--- src/rtl/core/rmq_isqrt.sv ---
// pipelined integer square root, one result bit per stage
`timescale 1ns / 1ps
module rmq_isqrt #(
   parameter int IN_W = 32,
   parameter int TAG_W = 8
) (
   input  logic                 clock,
   input  logic                 reset,
   input  logic                 en,
   input  logic                 in_valid,
   input  logic [IN_W-1:0]      in_value,
   input  logic [TAG_W-1:0]     in_tag,
   output logic                 out_valid,
   output logic [(IN_W+1)/2-1:0] out_root,
   output logic [TAG_W-1:0]     out_tag
);
   localparam int RW = (IN_W + 1) / 2;
   localparam int VW = 2 * RW;

   logic [VW-1:0]    rem_ff  [RW];
   logic [RW-1:0]    root_ff [RW];
   logic [TAG_W-1:0] tag_ff  [RW];
   logic [RW-1:0]    vld_ff;
   logic [VW-1:0]    rem_in  [RW];
   logic [RW-1:0]    root_in [RW];

   // stage s settles result bit RW-1-s
   always_comb begin
      logic [VW-1:0] rem_cur;
      logic [VW-1:0] trial;
      logic [RW-1:0] root_cur;
      rem_cur  = VW'(in_value);
      root_cur = '0;
      for (int s = 0; s < RW; s++) begin
         trial      = (VW'(root_cur) << (RW - s)) | (VW'(1) << (2 * (RW - 1 - s)));
         rem_in[s]  = rem_cur;
         root_in[s] = root_cur;
         if (rem_cur >= trial) begin
            rem_in[s]  = rem_cur - trial;
            root_in[s] = root_cur | (RW'(1) << (RW - 1 - s));
         end
         rem_cur  = rem_ff[s];
         root_cur = root_ff[s];
      end
   end

   always_ff @(posedge clock) begin
      if (reset) begin
         vld_ff <= '0;
      end else if (en) begin
         vld_ff <= {vld_ff[RW-2:0], in_valid};
      end
      if (en) begin
         rem_ff    <= rem_in;
         root_ff   <= root_in;
         tag_ff[0] <= in_tag;
         for (int s = 1; s < RW; s++) begin
            tag_ff[s] <= tag_ff[s-1];
         end
      end
   end

   assign out_valid = vld_ff[RW-1];
   assign out_root  = root_ff[RW-1];
   assign out_tag   = tag_ff[RW-1];
endmodule

--- config.mk ---
export PLATFORM = sky130hd
export DESIGN_NAME = rmq_isqrt
export DESIGN_NICKNAME = d
export VERILOG_FILES = /design/src/rtl/core/rmq_isqrt.sv
export SDC_FILE = /design/constraint.sdc
export NUM_CORES = 1
export LEC_CHECK = 0
export ABC_AREA = 1
export BUFFER_PORTS_ARGS = -buffer_cell sky130_fd_sc_hd__buf_2
export CORE_MARGIN = 3
export CORE_UTILIZATION = 45
export DETAILED_ROUTE_END_ITERATION = 8
export PLACE_DENSITY = 0.63
export SYNTH_ARGS = -nofsm -noshare
export SYNTH_HDL_FRONTEND = slang
export SYNTH_SLANG_ARGS = --single-unit
--- constraint.sdc ---
create_clock -name clock -period 2.3 [get_ports clock]
set_input_delay 0.46 -clock clock [delete_from_list [all_inputs] [get_ports clock]]
set_output_delay 0.46 -clock clock [all_outputs]
set_load 0.03 [all_outputs]
==> flow_metrics.env <==
export IMPL_status="finished clean"
export IMPL_ys_seq_elements=760
export IMPL_vias=27200
export IMPL_grt_pass1_wl_um=140000
export IMPL_worst_pin_slew_ns=0.505
export IMPL_clkTransAtPathRegs_ns=0.06
export IMPL_syn_area_um2=37800
export IMPL_finalCritPeriodShare_pct=99.9
export IMPL_grt_use_total_pct=20.3
export IMPL_critical_path_max_fanout=7
export IMPL_drt_wl_total_um=89000
export IMPL_dieArea_um2=87400
export IMPL_relSlewSlack_pct=66.0
export IMPL_initial_core_util_pct=45.7
export IMPL_antenna_found_initial=1
export IMPL_grt_max_degree=66
export IMPL_die_width_um=296
export IMPL_grt_pass1_vias=27000
export IMPL_p_per_area_nw_per_um2=870
export IMPL_hold_class="primary input to flop"
export IMPL_worst_path_buf_inv=3
export IMPL_netlist_instances=3865
export IMPL_cap_violations=0
export IMPL_die_h_um=296
export IMPL_ir_drop_mv=0.952
export IMPL_finalNonFillerCells=5438
export IMPL_start_kind="flop"
export IMPL_drive_gt1_share_pct=15.5
export IMPL_diodes=0
export IMPL_cpLargestDelayFamily="simple AND/OR/NAND/NOR gates"
export IMPL_setup_violations=0
export IMPL_portBuffers=68
export IMPL_cts_tree="built"
export IMPL_min_period_ns=2.30
export IMPL_core_um2=82600
export IMPL_dp_cells=5201
export IMPL_place_gp_congestion=0.930
export IMPL_arrival_ns=2.67
export IMPL_syn_nets=4059
export IMPL_overflow=0
export IMPL_hold_ws_ns=0.0356
export IMPL_synthDistinctLibCells=46
export IMPL_ant_nets=0
export IMPL_final_core_util_pct=55.3
export IMPL_clock_latency_ns=0.64
export IMPL_cts_root_buf="clkbuf_16"
export IMPL_cp_required_ns=2.67
export IMPL_dr_pass1_iters=5
export IMPL_area_growth_pct=21.0
export IMPL_slowest_delay_ns=0.43
export IMPL_numCtsBuffers=83
export IMPL_synth_flop_cell="edfxtp_1"
export IMPL_async_flop_share_pct=0
export IMPL_cp_end_kind="flop"
export IMPL_cpMaxStageDelayCell="edfxtp_1"
export IMPL_yosysWarnings=0
export IMPL_finalClockSkew_ns=0.0389
export IMPL_place_ws_ns=-0.345
export IMPL_setup_tns_ns=0
export IMPL_clock_sinks=760
export IMPL_fmax_mhz=435
export IMPL_critPathKind="flop to flop"
export IMPL_htree_levels=3
export IMPL_p_leak_nw=19.2
export IMPL_layout_nets=4492
export IMPL_seq_area_frac_synth_pct=60.0
export IMPL_synth_edff_count=744
export IMPL_drc_errors=0
export IMPL_fp_row_count=105
export IMPL_crit_chain="inv_1 > ha_4 > nand2_1 > nand2_1 > inv_1 > o21ai_2 > a21oi_2 > nand2_2 > nor2_4 > clkbuf_16 > o21ai_0"
export IMPL_final_max_slew_viol_count=0
export IMPL_hpwl_um=66300
export IMPL_setup_slack_ns=0.00144
export IMPL_io_pins=69
export IMPL_wl_per_cell_um=16.4
export IMPL_vias_per_cell=5.00
export IMPL_drt_iter0_drc=1691
export IMPL_hold_viol=0
export IMPL_avgSynthCellArea_um2=9.77
export IMPL_cts_buffer_depth=3
==> stage by stage <==
stage | instance area (um2) | power, W
floorplan | 37800 | 0.0230
global placement | 41200 | 0.0260
detailed placement | 41200 | 0.0261
CTS | 44400 | 0.0396
global route | 45700 | 0.0419
finish | 45700 | 0.0397
==> state kept, by name, indices dropped and copies added, names as in the netlist <==
register,flops
out_root,16
rem_ff,480
tag_ff,128
vld_ff,16
root_ff,120
==> where the power goes <==
part	switching, W	internal [W]	leakage [nW]
logic	0.00498	0.00334	10.6
registers	0.00102	0.0171	7.29
clock network	0.00555	0.00775	1.33
==> final timing paths <==
path	start	end	slack, ns	cells past startpoint
max reg2reg	root_ff[107]$_DFFE_PP_	rem_ff[175]$_DFFE_PP_	0.001	11
max	root_ff[107]$_DFFE_PP_	rem_ff[175]$_DFFE_PP_	0.001	11
min	in_value[4]	rem_ff[484]$_DFFE_PP_	0.04	1
min reg2reg	tag_ff[1][11]$_DFFE_PP_	tag_ff[1][19]$_DFFE_PP_	0.41	0
==> synth_stat cells (31+ instances only) <==
| cell | instances | area share (%) |
|---|---|---|
| a21oi_1 | 172 | 2.3 |
| buf_4 | 31 | 0.62 |
| edfxtp_1 | 744 | 59 |
| ha_1 | 150 | 5.0 |
| inv_1 | 568 | 5.6 |
| nand2_1 | 1084 | 11 |
| nand3_1 | 219 | 2.9 |
| nand3b_1 | 31 | 0.62 |
| nand4_1 | 62 | 1.0 |
| nor2_1 | 372 | 3.7 |
| nor3_1 | 45 | 0.60 |
| o21ai_0 | 105 | 1.4 |
| xnor2_1 | 59 | 1.4 |
| xor2_1 | 49 | 1.1 |
==> timing repair <==
item | in CTS | in global routing
buffers inserted | 0 | 39
pin swaps | 2 | 18
endpoints found under the hold margin | 33 | 0
hold buffers | 33 | 0
gates resized for setup | 17 | 143
cloned | 1 | 9
setup endpoints to repair | 89 | 166
==> cells in the final DEF, fill, tap and decap left out, types with 14 or more instances in the layout <==
cell and instances:
nor2_4 14, edfxtp_1 744, nor2_2 21, clkinv_1 15, buf_4 268, xor2_1 49, buf_2 68, inv_1 563
dfxtp_1 16, a21oi_1 158, ha_4 45, nand3b_1 31, ha_1 103, nor4_1 23, nand2_2 19, clkbuf_16 90
clkinv_2 15, o21ai_1 26, o21ai_0 97, a21oi_2 15, or2_2 16, xnor2_1 59, nor2_1 349, nand4_1 62
dlygate4sd3_1 33, nor3_1 40, nand3_1 213, nand2_1 1067, buf_12 22
==> final cells by class <==
| type | count | area (um2) |
|---|---|---|
| clock buffer | 95 | 2160 |
| clock inverter | 60 | 616 |
| fill | 7081 | 37000 |
| inverter | 573 | 2170 |
| multi-input combinational | 2479 | 13400 |
| sequential | 760 | 22700 |
| tap | 1070 | 1340 |
| timing repair buffer | 400 | 3300 |
| timing repair inverter | 1 | 8.76 |
==> routing by layer <==
layer / track usage [%] / share of wire (%) / wire (um) / vias to the layer above
li1: - / - / - / 13700
met1: 24.1 / 41 / 36600 / 12700
met2: 36.7 / 50 / 44800 / 588
met3: 2.73 / 3.6 / 3220 / 232
met4: 8.78 / 4.9 / 4410 / 0
met5: 0 / 0 / 0 / -
==> cells by family after synthesis <==
logic type	Yosys count	synth area share (%)
adder cells (fa/ha/maj)	150	4.97
buffers and inverters	627	6.74
flip-flops	760	60.0
XOR/XNOR	108	2.51
AND/OR/NAND/NOR	1888	21.1
AO/OA/AOI/OAI	332	4.66
No activity file was read; power rests on OpenSTA's default activity.
