--- config.mk ---
export PLATFORM = sky130hd
export DESIGN_NAME = rmq_div
export DESIGN_NICKNAME = d
export VERILOG_FILES = /design/src/rtl/core/rmq_div.sv
export SDC_FILE = /design/constraint.sdc
export NUM_CORES = 2
export LEC_CHECK = 0
export ABC_AREA = 0
export BUFFER_PORTS_ARGS = -buffer_cell sky130_fd_sc_hd__buf_2
export CORE_MARGIN = 2
export CORE_UTILIZATION = 63
export DETAILED_ROUTE_END_ITERATION = 8
export GPL_ROUTABILITY_DRIVEN = 1
export PLACE_DENSITY = 0.79
export SYNTH_ARGS = -nofsm -noshare
export SYNTH_HDL_FRONTEND = slang
export SYNTH_SLANG_ARGS = --single-unit
--- constraint.sdc ---
create_clock -name clock -period 4.8 [get_ports clock]
set_clock_uncertainty 0.05 [all_clocks]
set_input_delay 0.72 -clock clock [delete_from_list [all_inputs] [get_ports clock]]
set_output_delay 0.72 -clock clock [all_outputs]
set_load 0.005 [all_outputs]
--- src/rtl/core/rmq_div.sv ---
// pipelined restoring divider, one quotient bit per stage
`timescale 1ns / 1ps
module rmq_div #(
   parameter int NUM_W = 32,
   parameter int DEN_W = 16,
   parameter int TAG_W = 8
) (
   input  logic             clock,
   input  logic             reset,
   input  logic             en,
   input  logic             in_valid,
   input  logic [NUM_W-1:0] in_num,
   input  logic [DEN_W-1:0] in_den,
   input  logic [TAG_W-1:0] in_tag,
   output logic             out_valid,
   output logic [NUM_W-1:0] out_quo,
   output logic [TAG_W-1:0] out_tag
);
   localparam int RW = DEN_W + 1;

   logic [NUM_W-1:0] num_ff [NUM_W];
   logic [RW-1:0]    rem_ff [NUM_W];
   logic [DEN_W-1:0] den_ff [NUM_W];
   logic [TAG_W-1:0] tag_ff [NUM_W];
   logic [NUM_W-1:0] vld_ff;
   logic [NUM_W-1:0] num_in [NUM_W];
   logic [RW-1:0]    rem_in [NUM_W];

   always_comb begin
      logic [NUM_W-1:0] num_cur;
      logic [RW-1:0]    rem_cur;
      logic [DEN_W-1:0] den_cur;
      logic [RW:0]      sh;
      num_cur = in_num;
      rem_cur = '0;
      den_cur = in_den;
      for (int s = 0; s < NUM_W; s++) begin
         sh        = {rem_cur, num_cur[NUM_W-1]};
         num_in[s] = num_cur << 1;
         rem_in[s] = sh[RW-1:0];
         if (sh >= (RW+1)'(den_cur)) begin
            rem_in[s]    = RW'(sh - (RW+1)'(den_cur));
            num_in[s][0] = 1'b1;
         end
         num_cur = num_ff[s];
         rem_cur = rem_ff[s];
         den_cur = den_ff[s];
      end
   end

   always_ff @(posedge clock) begin
      if (reset) begin
         vld_ff <= '0;
      end else if (en) begin
         vld_ff <= {vld_ff[NUM_W-2:0], in_valid};
      end
      if (en) begin
         num_ff    <= num_in;
         rem_ff    <= rem_in;
         den_ff[0] <= in_den;
         tag_ff[0] <= in_tag;
         for (int s = 1; s < NUM_W; s++) begin
            den_ff[s] <= den_ff[s-1];
            tag_ff[s] <= tag_ff[s-1];
         end
      end
   end

   assign out_valid = vld_ff[NUM_W-1];
   assign out_quo   = num_ff[NUM_W-1];
   assign out_tag   = tag_ff[NUM_W-1];
endmodule

==> impl_metrics.py <==
metrics = {
    "outcome": {
        "status": "finished, final reports clean",
    },
    "hold_path": {
        "hold_start": "in_den[8]",
        "hold_depth": 1,
        "hold_end": "den_ff[0][8]",
        "hold_class": "primary input to flop",
    },
    "detailed_routing": {
        "drc_errors": 0,
        "dr.pass1.iters": 6,
        "routed_via_density": 5.77,
        "ant_nets": 0,
        "vias": 55794,
        "post_drt_wl_per_cell_um": 19.0,
        "wirelength_um": 184000,
        "detail_route.iter0.violations": 4649,
    },
    "yosys": {
        "synth_area_leaders": "edfxtp_1 69%, ha_1 6.2%, inv_1 2.5%",
        "synth_top_area_share_pct": 68.6,
        "ys_seq_area_share_pct": 69.3,
        "synth-simple-area-share_pct": 6.11,
        "syn_inst": 7125,
        "synthMuxAreaShare_pct": 1.78,
        "synth_top_family_by_area": "compound AO/OA/AOI/OAI gates",
        "synth_cell_types": 78,
        "synth-xor-area-share_pct": 3.31,
        "synth_area_per_cell_sq_um": 14.1,
        "yosysMostFrequentCell": "edfxtp_1",
        "synth-seq-cells": 2335,
        "syn_nets": 7713,
        "synth_edf_count": 2303,
        "synthArstFlopShare_pct": 0,
        "synth_compound_area_share_pct": 9.47,
        "syn-cell-area_sq_um": 101000,
        "netlist.top_cell.by_area": "edfxtp_1",
        "yosysWarnings": 0,
        "synth_ff_type": "edfxtp_1",
        "yosys-top-cells-count": "2303 x edfxtp_1, 660 x inv_1, 498 x ha_1, 490 x nand2_1, 455 x o21ai_0",
        "synthAdderAreaFrac_pct": 6.78,
    },
    "clocking": {
        "ctsResizeCount": 0,
        "clockBufferDepth": 3,
        "clk_pin_slew_worst_paths_ps": 60,
        "cts_setup_buffers": 0,
        "cts_root_buf": "clkbuf_16",
        "tritoncts": "yes",
        "cts_num_sinks": 2335,
        "cts-htree-levels": 4,
        "cts_made_buffers": 222,
        "worstSkewPairLatency_ps": 870,
    },
    "place": {
        "place_hpwl_um": 123000,
        "pre_cts_slack_ps": 991,
        "port_buffers": 100,
        "place_congestion": 0.895,
    },
    "floorplan": {
        "die_h_um": 404,
        "initial_utilization_pct": 63.6,
        "rows": 146,
        "ios": 101,
        "core_sq_um": 159000,
        "die-area_sq_um": 163000,
        "die_w_um": 404,
    },
    "sta": {
        "finalSetupTns_ps": 0,
        "final-setup-viol-count": 0,
        "max_slew_margin_pct": 25.2,
        "rsz0062_at_grt": "no",
        "worst_hold_slack_ps": 70.0,
        "finalCriticalPeriod_ps": 3920,
        "fmax_mhz": 255,
        "period_share_pct": 81.6,
        "slew_viol_final": 0,
        "finalHoldViolations": 0,
        "fin_ws_ps": 884,
        "tightest_slew_ps": 1120,
    },
    "final_layout": {
        "syn_to_final_growth_pct": 11.0,
        "fillers": 10277,
        "layout.nets": 8002,
        "n_antenna_cell": 0,
        "drive_gt1_share_pct": 9.08,
        "ff_latch_area_sq_um": 69800,
        "multi_input_area_sq_um": 27800,
    },
    "pwr": {
        "p_sw_mw": 21.6,
        "pwr-share-seq_pct": 43.7,
        "swShare_pct": 32.1,
        "p_clk_share_pct": 25.6,
        "power.total_mw": 67.3,
        "combPwrFrac_pct": 30.7,
        "intPower_mw": 45.7,
        "leakage_nw": 42.9,
        "p_per_area_nw_per_um2": 601,
        "vdd_drop_max_uv": 450,
    },
    "global_routing": {
        "grt_pass1_vias": 55596,
        "busiest_layer": "met2",
        "grtUsageMet2_pct": 39.7,
        "grt-ovfl-total": 0,
        "antenna_found_initial": 1,
        "grt_max_degree": 146,
        "groute.usage.overall_pct": 22.6,
        "grt_use_met1_pct": 28.8,
        "grt_pass1_wl_um": 292000,
        "grt_util_met3_pct": 3.09,
    },
    "critical_path": {
        "worstPathMaxFanout": 19,
        "critPathRequiredTime_ps": 5340,
        "r2r-end": "rem_ff[254]",
        "setup.worst_path.class": "flop to flop",
        "ff2ff_path_depth": 13,
        "r2r_start": "num_ff[511]",
        "cp-start-kind": "flop",
        "endpoint_kind": "flop",
        "rrSetupSlack_ps": 880,
        "cp.arrival_ps": 4450,
    },
    "flow_run": {
        "max-cap-violations": 0,
    },
}
[critical path, stage by stage, from the launching register on]
cell and delay (ps):
edfxtp_1 390, inv_1 80, ha_1 130, inv_1 80, fa_1 430, a21o_1 220, a31oi_1 220, o21ai_1 120
a211oi_2 320, nand3_1 180, a2111oi_4 780, buf_4 330, nor2_1 60, mux2_2 270
[power by group through the flow]
stage | registers, mW | logic (mW) | clock network (mW)
finish | 29.4 | 20.6 | 17.2
global route | 29.6 | 23.0 | 18.4
CTS | 29.4 | 20.4 | 17.7
detailed placement | 29.7 | 20.1 | 0
global placement | 29.7 | 19.5 | 0
floorplan | 28.6 | 15.7 | 0
[logic make-up after synthesis]
group,Yosys count
mux,166
xor+xnor,381
simple gates,1341
fa+ha+maj,528
buf+inv,832
flops,2335
compound gates,1542
[state kept, by name, indices dropped and copies added (netlist names)]
name	count
num_ff	992
rem_ff	527
den_ff	496
tag_ff	256
out_quo	32
vld_ff	32
[layout make-up]
type	count	share of cell area [%]
sequential	2335	62.4
tap	2072	2.32
clock buffer	255	5.08
multi-input combinational	3958	24.8
timing repair buffer	237	1.68
clock inverter	157	1.49
inverter	660	2.21
[per-stage QoR]
step | instances | utilization (%) | area [sq um]
after floorplan | 7125 | - | 101000
after global placement | 9208 | 65.6 | 104000
after detailed placement | 9208 | 65.6 | 104000
after CTS | 9674 | 70.5 | 112000
after global routing | 9674 | 70.5 | 112000
final | 9674 | 70.5 | 112000
[repair_timing]
item | in CTS | in global routing
hold buffers | 54 | 0
endpoints found under the hold margin | 54 | 0
setup endpoints to repair | 0 | 0
[layout by cell type (no fill, tap or decap), drive strengths merged, types with 32 or more instances in the layout]
| cell type | n |
|---|---|
| ha | 498 |
| a211oi | 35 |
| o21a | 35 |
| mux2i | 57 |
| nor3 | 84 |
| a21o | 218 |
| clkinv | 107 |
| xnor2 | 215 |
| nand2b | 47 |
| o21bai | 68 |
| o21ai | 460 |
| inv | 668 |
| nor2 | 354 |
| dfxtp | 32 |
| nand2 | 490 |
| mux2 | 109 |
| a31oi | 49 |
| a21oi | 451 |
| nand4 | 77 |
| xor2 | 166 |
| and3 | 32 |
| dlygate4sd3 | 54 |
| nor2b | 58 |
| edfxtp | 2303 |
| clkbuf | 255 |
| buf | 183 |
| nand3 | 85 |
[worst max-delay path by stage]
| stage | startpoint | to | slack [ps] |
|---|---|---|---|
| floorplan | num_ff[543] | rem_ff[263] | 1510 |
| global placement | num_ff[511] | rem_ff[254] | 1070 |
| detailed placement | num_ff[319] | rem_ff[146] | 990 |
| CTS | num_ff[319] | rem_ff[146] | 910 |
| global route | num_ff[319] | rem_ff[146] | 630 |
| finish | num_ff[511] | rem_ff[254] | 880 |
[per-layer routing]
metal	wire [um]	part of all wire [%]	up-vias
met2	94200	51	1419
met4	5980	3.3	0
met5	0	0	-
met1	76100	41	27016
met3	7660	4.2	410
li1	-	-	26949
Power figures use the tool's default switching activity.
